### src/hdl/lz77te_pkg.sv
`default_nettype none
package lz77te_pkg;

  localparam int unsigned WindowDepthDef = 2048;
  localparam int unsigned MatchLimitDef  = 18;

  typedef struct packed {
    logic [7:0] data;
    logic       fin;
  } item_t;

  typedef enum logic [2:0] {
    StIdle,
    StStart,
    StRead,
    StCmp,
    StFetch,
    StEmit
  } eng_state_e;

endpackage
`default_nettype wire

### src/hdl/lz77te_front.sv
`default_nettype none
module lz77te_front (
  input  wire logic            clk_i,
  input  wire logic            rst_ni,
  input  wire logic            in_valid_i,
  output logic                 in_ready_o,
  input  wire logic [7:0]      data_byte_i,
  input  wire logic            final_byte_i,
  output logic                 q_valid_o,
  input  wire logic            q_ready_i,
  output lz77te_pkg::item_t    q_item_o
);
  import lz77te_pkg::*;

  // two-entry queue between request port and engine
  item_t      slot_q [2];
  logic       wp_q, rp_q;
  logic [1:0] cnt_q;
  logic       push, pop;

  assign in_ready_o = (cnt_q != 2'd2);
  assign q_valid_o  = (cnt_q != 2'd0);
  assign q_item_o   = slot_q[rp_q];
  assign push       = in_valid_i && in_ready_o;
  assign pop        = q_valid_o && q_ready_i;

  always_ff @(posedge clk_i) begin
    if (push) begin
      slot_q[wp_q] <= '{data: data_byte_i, fin: final_byte_i};
    end
  end

  always_ff @(posedge clk_i or negedge rst_ni) begin
    if (!rst_ni) begin
      wp_q  <= 1'b0;
      rp_q  <= 1'b0;
      cnt_q <= 2'd0;
    end else begin
      if (push) wp_q <= ~wp_q;
      if (pop)  rp_q <= ~rp_q;
      unique case ({push, pop})
        2'b10:   cnt_q <= cnt_q + 2'd1;
        2'b01:   cnt_q <= cnt_q - 2'd1;
        default: cnt_q <= cnt_q;
      endcase
    end
  end

endmodule
`default_nettype wire

### config.mk
export PLATFORM = sky130hd
export DESIGN_NAME = lz77te_front
export DESIGN_NICKNAME = d
export VERILOG_FILES = /design/src/hdl/lz77te_pkg.sv /design/src/hdl/lz77te_front.sv
export SDC_FILE = /design/constraint.sdc
export NUM_CORES = 1
export LEC_CHECK = 0
export ABC_AREA = 1
export BUFFER_PORTS_ARGS = -buffer_cell sky130_fd_sc_hd__buf_2
export CORE_ASPECT_RATIO = 1.25
export CORE_UTILIZATION = 40
export CTS_CLUSTER_DIAMETER = 60
export DETAILED_ROUTE_END_ITERATION = 10
export GPL_TIMING_DRIVEN = 0
export PLACE_DENSITY_LB_ADDON = 0.05
export SLEW_MARGIN = 25
export SYNTH_ARGS = -nofsm -noshare
export SYNTH_HDL_FRONTEND = slang
export SYNTH_SLANG_ARGS = --single-unit
export TNS_END_PERCENT = 20
### constraint.sdc
create_clock -name clk_i -period 1.55 [get_ports clk_i]
set_input_delay 0.31 -clock clk_i [delete_from_list [all_inputs] [get_ports clk_i]]
set_output_delay 0.31 -clock clk_i [all_outputs]
set_load 0.005 [all_outputs]
==> results of run 1 <==
## worst max path at each step
stage	depth (start not counted)	slack, ns	from	to
final	4	0.10	rp_q	q_item_o[3]
after global routing	4	0.01	rp_q	q_item_o[6]
after CTS	4	0.06	rp_q	q_item_o[3]
after global placement	4	-0.06	cnt_q[0]	slot_q[0][7]
after detailed placement	4	-0.09	cnt_q[0]	slot_q[0][7]
after floorplan	4	0.19	cnt_q[0]	slot_q[0][0]
## cells by family (layout without fill, tap and decap cells)
kind of cell / after synthesis / in the layout / synth area share [%]
AO/OA/AOI/OAI: 1 / 1 / 0.562
XOR/XNOR: 1 / 1 / 0.985
adder cells (fa/ha/maj): 1 / 1 / 1.41
buffers and inverters: 8 / 36 / 3.52
flip-flops: 22 / 22 / 72.0
AND/OR/NAND/NOR: 43 / 43 / 21.5
## critical path, stage by stage (launching register included)
cell and delay (ns):
dfrtp_1 0.37, buf_2 0.23, nand2_1 0.07, nand2_1 0.07, buf_2 0.10
## area by class of cell
class / count / area [µm²]
timing repair buffer: 24 / 125
multi-input combinational: 46 / 220
clock buffer: 3 / 22.5
inverter: 7 / 27.5
buffer: 1 / 5.00
fill: 194 / 957
sequential: 22 / 641
tap: 20 / 25.0
clock inverter: 1 / 3.75
## layer usage
layer  GRT usage (%)  share of wire (%)  vias up
li1                -                  -      302
met1            14.1                 42      266
met2            21.8                 52       17
met3            2.64                5.2        2
met4            7.58               0.74        0
met5               0                  0        -
## timing repair
action                                  in CTS  in global routing
endpoints found under the setup margin      18                  0
endpoints found under the hold margin        4                  0
gates resized for setup                      2                  0
hold buffers                                 1                  0
## stage by stage
step / cells / util [%] / cell area, µm² / hold WS, ns
final: 124 / 52.8 / 1070 / 0.199
after detailed placement: 119 / 50.8 / 1030 / 0.125
after global placement: 119 / 50.8 / 1030 / 0.124
after global routing: 124 / 52.8 / 1070 / 0.177
after floorplan: 76 / - / 890 / 0.0144
after CTS: 124 / 52.8 / 1070 / 0.190
## flip-flops by register name, indices dropped and copies added (netlist names)
signal / flops
cnt_q: 2
rp_q: 1
slot_q: 18
wp_q: 1
## power by group through the flow
| stage | registers, mW | logic, mW | clock network, mW |
|---|---|---|---|
| 2_1_floorplan | 0.890 | 0.459 | 0 |
| 3_3_place_gp | 0.898 | 0.692 | 0 |
| 3_5_place_dp | 0.901 | 0.713 | 0 |
| 4_1_cts | 0.893 | 0.719 | 0.254 |
| 5_1_grt | 0.907 | 0.793 | 0.285 |
| 6_report | 0.893 | 0.705 | 0.243 |
## cell usage in the layout (no fill, tap or decap)
cell,n
nand3_1,2
inv_2,1
nand4_1,1
nand2_4,2
dlygate4sd3_1,1
inv_1,5
nor2_1,1
clkbuf_4,3
buf_2,24
clkinv_2,1
edfxtp_1,18
xnor2_1,1
nor2_4,1
nor2_2,1
dfrtp_1,4
nand2_1,34
clkinv_1,1
ha_1,1
nand2_2,1
a21oi_1,1
==> results.tsv, run 1 <==
stage	metric	value	unit
yosys	synth_top_area_share	60.8	%
die	die-area	0.00242	mm²
power_and_ir_drop	irDropWorstVdd	1110	µV
worst_setup_path	worstSetupPathType	register to primary output	
placed_design	dp_hpwl	970	µm
yosys	ys_seq_area_share	72.0	%
sta	relSlewSlack	66.4	%
clocking	cts_made_buffers	3	
worst_setup_path	worst_r2r_path_depth	9	
sta	fmax	691	MHz
power_and_ir_drop	clkPwrFrac	13.2	%
yosys	synthTopCellsByCount	34 x nand2_1, 18 x edfxtp_1, 5 x inv_1	
yosys	synth_edf_count	18	
clocking	clkTransAtPathRegs	0.11	ns
clocking	root_buffer	clkbuf_4	
sta	timing.final.crit_share	93.4	%
clocking	post-cts-setup-buffers	0	
worst_setup_path	cp_data_required_time	1.24	ns
route	totalWireLength	1350	µm
route	detail_route.wl_per_cell	10.9	µm
route	drt-pass1-iter-count	6	
worst_setup_path	critPathMaxFanout	10	
sta	skew	0.00104	ns
sta	finalSetupViolations	0	
min_path	min_to	slot_q[0][0]	
power_and_ir_drop	leakage	0.501	nW
yosys	ys_top_cells_by_area	edfxtp_1 61%, nand2_1 14%, dfrtp_1 11%	
yosys	yosysMostFrequentCell	nand2_1	
worst_setup_path	end_kind	primary output	
yosys	synth_seq_cells	22	
clocking	clockBufferDepth	2	
die	rows	18	
min_path	worstHoldPathCells	1	
grt	grt_pass1_wl	2050	µm
finish	drive_above_1_share	32.7	%
grt	antenna_found_initial	0	
power_and_ir_drop	power	1.84	mW
yosys	synth.cell_area	890	µm²
yosys	synth_async_sr_flop_share	18.2	%
placed_design	place.gp.congestion	0.699	
finish	num_antenna_cells	0	
sta	setup_ws	0.102	ns
sta	worst_slew_pin_slew	0.503	ns
sta	rsz0062_at_grt	false	
yosys	syn_inst	76	
worst_setup_path	r2r-start	cnt_q[1]	
grt	grt_max_degree	13	
flow_run	maxCapViolCount	0	
die	dieHeight	54.7	µm
yosys	synthFlopType	edfxtp_1	
die	start_util	43.9	%
sta	fin_crit	1.45	ns
min_path	min-delay-start	final_byte_i	
grt	grt-ovfl-total	0	
outcome	status	finished clean	
route	drc_errors	0	
route	dr_total_vias	587	
power_and_ir_drop	netSwitchingFraction	35.4	%
yosys	yosysTopAreaCell	edfxtp_1	
yosys	ys_warn_count	0	
worst_setup_path	start_kind	register	
power_and_ir_drop	power_density	1720	mW/mm²
yosys	syn_avg_cell_area	11.7	µm²
power_and_ir_drop	combinationalPowerShare	38.3	%
route	drt.antenna.violating_nets	0	
clocking	clk_latency	0.29	ns
grt	grtUsageTotal	12.6	%
sta	hold_viol	0	
power_and_ir_drop	switchingPower	652	µW
clocking	cts.sinks	22	
yosys	syn-num-nets	90	
clocking	cts_tree	built	
finish	nNetsFinal	119	
power_and_ir_drop	p_int	1.19	mW
route	drt-initial-drc-count	9	
worst_setup_path	arrival	1.14	ns
finish	synthToLayoutAreaGrowth	20.3	%
route	vias_per_cell	4.73	
die	die_w	44.2	µm
die	ios	24	
placed_design	port_buffers	23	
clocking	cts_max_level	1	
grt	grt_pass1_vias	493	
yosys	synth.distinct_cells	16	
worst_setup_path	r2r_slack	0.15	ns
min_path	min_path_type	primary input to register	
die	core_area	0.00203	mm²
placed_design	pre_cts_ws	-0.0890	ns
power_and_ir_drop	seqPwrFrac	48.5	%
sta	tns	0	ns
worst_setup_path	r2r_end	cnt_q[1]	
sta	slew_violations	0	
No activity file was read; power rests on OpenSTA's default activity.
==> run 2: changes to the inputs <==
--- a/config.mk
+++ b/config.mk
@@ -8,2 +8,3 @@
 export ABC_AREA = 1
+export ABC_CLOCK_PERIOD_IN_PS = 1550
 export BUFFER_PORTS_ARGS = -buffer_cell sky130_fd_sc_hd__buf_2
@@ -15,3 +16,3 @@
 export PLACE_DENSITY_LB_ADDON = 0.05
-export SLEW_MARGIN = 25
+export SLEW_MARGIN = 20
 export SYNTH_ARGS = -nofsm -noshare
--- a/constraint.sdc
+++ b/constraint.sdc
@@ -3,2 +3,2 @@
 set_output_delay 0.31 -clock clk_i [all_outputs]
-set_load 0.005 [all_outputs]
+set_load 0.05 [all_outputs]
==> results.tsv, run 2 (same netlist as run 1, synthesis figures left out) <==
stage	metric	value	unit	change
sta	slew_violations	0		unchanged
clocking	clockBufferDepth	2		unchanged
worst_setup_path	start_kind	register		
finish	reg.largest.list	slot_q: 18 flops, cnt_q: 2 flops		
flow_run	maxCapViolCount	0		unchanged
power_and_ir_drop	switchingPower	1.19	mW	+82%
grt	busiest_layer	met2		
finish	num_antenna_cells	0		unchanged
finish	fin_area	0.00113	mm²	+5.5%
power_and_ir_drop	irDropWorstVdd	1140	µV	+3.1%
route	dr_total_vias	594		+1.2%
sta	rsz0062_at_grt	true		
worst_setup_path	cpMaxStageDelayCell	dfrtp_1		
die	rows	18		unchanged
sta	worst_slew_pin_slew	0.505	ns	+0.00180 ns
die	dieHeight	54.7	µm	unchanged
die	ios	24		unchanged
worst_setup_path	cp_data_required_time	1.24	ns	about the same
clocking	cts_max_level	1		unchanged
grt	grt_util_met1	14.5	%	+0.43 points
route	totalWireLength	1360	µm	+0.66%
worst_setup_path	cp_common_cell	nand2_1		
placed_design	port_buffers	23		unchanged
route	drt-initial-drc-count	9		unchanged
clocking	cts_made_buffers	3		unchanged
worst_setup_path	max_stage_delay	0.42	ns	+0.05 ns
route	drt.antenna.violating_nets	0		unchanged
worst_setup_path	path_buf_inv	2		unchanged
outcome	status	finished clean		
clocking	root_buffer	clkbuf_4		
sta	hold_viol	0		unchanged
clocking	cts_tree	built		
power_and_ir_drop	p_int	1.35	mW	+13%
sta	relSlewSlack	66.3	%	-0.12 points
power_and_ir_drop	combinationalPowerShare	54.9	%	+17 points
grt	antenna_found_initial	0		unchanged
route	vias_per_cell	4.75		+0.38%
clocking	clkTransAtPathRegs	0.11	ns	about the same
sta	fmax	675	MHz	-2.3%
sta	skew	0.00155	ns	+0.000515 ns
worst_setup_path	r2r_slack	0.15	ns	about the same
grt	grt_max_degree	13		unchanged
power_and_ir_drop	power_density	2250	mW/mm²	+31%
power_and_ir_drop	netSwitchingFraction	46.9	%	+11 points
placed_design	place.gp.congestion	0.699		unchanged
finish	mostFrequentLayoutCell	nand2_1		
route	drt-pass1-iter-count	6		unchanged
finish	synthToLayoutAreaGrowth	26.9	%	
placed_design	dp_hpwl	970	µm	unchanged
finish	drive_above_1_share	33.3	%	+0.64 points
die	core_area	0.00203	mm²	unchanged
grt	grtUsageTotal	12.6	%	unchanged
sta	setup_ws	0.0678	ns	-0.0344 ns
power_and_ir_drop	clkPwrFrac	9.6	%	-3.6 points
route	detail_route.wl_per_cell	10.9	µm	-0.14%
worst_setup_path	arrival	1.17	ns	+0.03 ns
grt	grt_pass1_wl	2050	µm	unchanged
die	start_util	43.9	%	unchanged
worst_setup_path	end_kind	primary output		
grt	grt-ovfl-total	0		unchanged
worst_setup_path	path_cells	buf_6 -> nand2_1 -> nand2_1 -> buf_4		
die	die-area	0.00242	mm²	unchanged
placed_design	placedInstanceArea	0.00103	mm²	unchanged
route	drc_errors	0		unchanged
finish	largest-register	slot_q		
worst_setup_path	worstSetupPathType	register to primary output		
grt	grt_pass1_vias	492		-0.20%
finish	nNetsFinal	120		+0.84%
clocking	clk_latency	0.29	ns	about the same
worst_setup_path	critPathMaxFanout	10		unchanged
die	die_w	44.2	µm	unchanged
finish	largest_reg_flops	18		unchanged
finish	mostFrequentLayoutCells	34 x nand2_1, 18 x edfxtp_1, 13 x buf_2, 6 x buf_6		
placed_design	pre_cts_ws	-0.0890	ns	unchanged
power_and_ir_drop	leakage	0.522	nW	+4.2%
sta	finalSetupViolations	0		unchanged
power_and_ir_drop	power	2.54	mW	+38%
sta	timing.final.crit_share	95.6	%	+2.2 points
grt	met3_usage	2.64	%	unchanged
clocking	cts.sinks	22		unchanged
sta	fin_crit	1.48	ns	+0.0344 ns
power_and_ir_drop	seqPwrFrac	35.5	%	-13 points
min_path	min_path_type	primary input to register		
worst_setup_path	cpLargestDelayFamily	flip-flops		
grt	grt_util_met2	21.3	%	-0.49 points
run 2: changes by cell type in the layout (fill, tap and decap cells not counted):
cell	previous run	this run
buf_6	0	6
inv_4	0	1
buf_2	24	13
clkbuf_4	3	4
buf_4	0	5
clkinv_2	1	0
run 2: stage by stage:
step	cells	util, %	TNS [ns]	hold WS (ns)
2_1_floorplan	76	-	0	0.0144
3_3_place_gp	119	50.8	-0.531	0.124
3_5_place_dp	119	50.8	-0.800	0.125
4_1_cts	124	54.0	0	0.190
5_1_grt	125	55.7	-0.00124	0.177
6_report	125	55.7	0	0.199
run 2: path summary, 6_finish.rpt:
kind,from,to,depth (start not counted)
min in group asynchronous,rst_ni,cnt_q[0],2
hold reg to reg,cnt_q[0],cnt_q[0],1
max in group asynchronous,rst_ni,cnt_q[1],2
hold / removal,final_byte_i,slot_q[0][0],1
setup reg to reg,cnt_q[1],cnt_q[1],9
setup / recovery,rp_q,q_item_o[1],4
run 2: final cells by class:
type                            count  area [µm²]
Fill cell                         183         898
Sequential cell                    22         641
Multi-Input combinational cell     46         220
Timing Repair Buffer               25         176
Inverter                            7        28.8
Tap cell                           20        25.0
Clock buffer                        3        22.5
Buffer                              1        11.3
Clock inverter                      1        3.75
run 2: power by group through the flow:
stage	Combinational (mW)	Sequential (mW)	Clock, mW
finish	1.39	0.901	0.243
global route	1.48	0.915	0.285
CTS	1.32	0.894	0.254
detailed placement	1.23	0.901	0
global placement	1.21	0.898	0
floorplan	0.967	0.890	0
run 2: layer usage:
layer	routed length (µm)	vias up
met5	0	-
met4	10	0
met3	71	2
met2	711	17
met1	569	271
li1	-	304
run 2: what timing repair did:
item	4_1_cts	5_1_grt
endpoints found under the hold margin	4	0
gates resized for setup	12	8
hold buffers	1	0
buffers inserted	0	1
endpoints found under the setup margin	18	7
==> run 3: changes to the inputs <==
ABC_CLOCK_PERIOD_IN_PS = 1450   (was 1550)
clock period = 1.45 ns   (was 1.55 ns; I/O delays follow)
==> results.tsv, run 3 (same netlist as run 1, synthesis figures left out) <==
stage	metric	value	unit	change
finish	finalNonFillerCells	126		+0.80%
sta	hold_viol	0		unchanged
sta	fmax	689	MHz	
worst_setup_path	arrival	1.16	ns	about the same
clocking	cts_tree	built		
clocking	cts_made_buffers	3		unchanged
route	dr_total_vias	606		+2.0%
grt	grt-ovfl-total	0		unchanged
route	routed.top_layer	met4		
die	core_area	0.00203	mm²	unchanged
sta	rsz0062_at_grt	true		
route	detail_route.wl_per_cell	12.0	µm	+10%
die	ios	24		unchanged
grt	grt_pass1_wl	2240	µm	+9.1%
placed_design	port_buffers	23		unchanged
finish	largest-register	slot_q		
clocking	clockBufferDepth	2		unchanged
die	die-area	0.00242	mm²	unchanged
power_and_ir_drop	irDropWorstVdd	1090	µV	-4.5%
worst_setup_path	start_kind	register		
worst_setup_path	cp_data_required_time	1.16	ns	-0.08 ns
finish	mostFrequentLayoutCells	18 x nand2_2, 18 x edfxtp_1, 16 x nand2_1, 12 x buf_2, 10 x buf_6		
route	totalWireLength	1510	µm	+11%
finish	largest_reg_flops	18		unchanged
sta	relSlewSlack	79.4	%	+13 points
die	dieHeight	54.7	µm	unchanged
die	rows	18		unchanged
die	start_util	43.9	%	unchanged
placed_design	dp_hpwl	949	µm	-2.2%
power_and_ir_drop	leakage	0.543	nW	+3.9%
sta	skew	0.00275	ns	+0.00120 ns
min_path	min_path_type	primary input to register		
finish	reg.largest.list	slot_q: 18 flops, cnt_q: 2 flops		
worst_setup_path	worstSetupPathType	register to primary output		
placed_design	pre_cts_ws	0.0709	ns	+0.160 ns
finish	synthToLayoutAreaGrowth	37.1	%	
worst_setup_path	critPathMaxFanout	5		-5
sta	slew_violations	0		unchanged
sta	holdWs	0.167	ns	-0.0320 ns
worst_setup_path	end_kind	primary output		
placed_design	place.gp.congestion	0.724		+3.6%
finish	num_antenna_cells	0		unchanged
placed_design	dpl.cell_count	119		unchanged
clocking	clkTransAtPathRegs	0.12	ns	about the same
power_and_ir_drop	power_density	2430	mW/mm²	+8.2%
sta	setup_ws	-0.00223	ns	-0.0701 ns
worst_setup_path	worst_r2r_path_depth	9		unchanged
clocking	root_buffer	clkbuf_4		
route	met1Wirelength	677	µm	+19%
min_path	worstHoldPathCells	1		unchanged
outcome	violations	design-rule violations, negative setup slack		
die	die_w	44.2	µm	unchanged
clocking	cts_max_level	1		unchanged
grt	grt_max_degree	13		unchanged
route	drc_errors	2		+2
flow_run	maxCapViolCount	0		unchanged
grt	antenna_found_initial	0		unchanged
sta	timing.final.crit_share	100	%	
sta	worst_slew_pin_slew	0.309	ns	-0.196 ns
route	drt-pass1-iter-count	6		unchanged
route	drt.antenna.violating_nets	0		unchanged
route	vias_per_cell	4.81		+1.2%
route	drt-initial-drc-count	4		-5
grt	grtUsageTotal	14.3	%	+1.7 points
clocking	clk_latency	0.30	ns	about the same
route	wl_met3	70	µm	-1.4%
clocking	cts.sinks	22		unchanged
finish	drive_above_1_share	52.8	%	+19 points
finish	nNetsFinal	121		+0.83%
worst_setup_path	r2r_slack	0.06	ns	-0.09 ns
sta	fin_crit	1.45	ns	
grt	grt_pass1_vias	519		+5.5%
outcome	status	finished, violations left		
sta	finalSetupViolations	2		+2
route	wl_met2	745	µm	+4.8%
[run 3: layout make-up]
cell class,count,area (µm²)
timing repair buffer,26,209
buffer,1,11.3
sequential,22,642
tap,20,25.0
clock buffer,3,22.5
clock inverter,1,3.75
multi-input combinational,46,275
inverter,7,31.3
fill,161,807
[run 3: worst max-delay path: stages (launching register included)]
cell and delay (ns):
dfrtp_2 0.46, buf_6 0.15, nand2_2 0.06, nand2_2 0.05, buf_6 0.14
[run 3: what timing repair did]
action,4_1_cts,5_1_grt
hold buffers,1,0
pin swaps,0,9
setup buffers,0,1
hold endpoints to repair,4,0
resized for setup,17,34
setup endpoints to repair,10,21
gates cloned,0,1
[run 3: layer usage]
metal  vias to the layer above  GRT usage (%)
met5                         -              0
met4                         0           10.6
met3                         2           5.94
met2                        17           24.5
met1                       277           13.6
li1                        310              -
[run 3: report_power, final]
part	internal, mW	switching (mW)
combinational	0.593	1.11
sequential	0.881	0.111
clock	0.100	0.176
[run 3: final timing paths]
check / start / endpoint
max in group asynchronous: rst_ni / rp_q
min in group asynchronous: rst_ni / wp_q
min: data_byte_i[3] / slot_q[1][4]
min reg2reg: cnt_q[0] / cnt_q[0]
max: rp_q / q_item_o[7]
max reg2reg: cnt_q[0] / cnt_q[1]
[run 3: stage by stage]
step | util (%) | TNS (ns) | instance area (µm²) | power [mW]
3_5_place_dp | 50.9 | 0 | 1030 | 2.27
4_1_cts | 55.1 | -0.267 | 1120 | 2.71
5_1_grt | 60.2 | -0.548 | 1220 | 3.13
6_report | 60.2 | -0.00251 | 1220 | 2.97
2_1_floorplan | - | -0.0302 | 892 | 1.99
3_3_place_gp | 50.9 | 0 | 1030 | 2.26
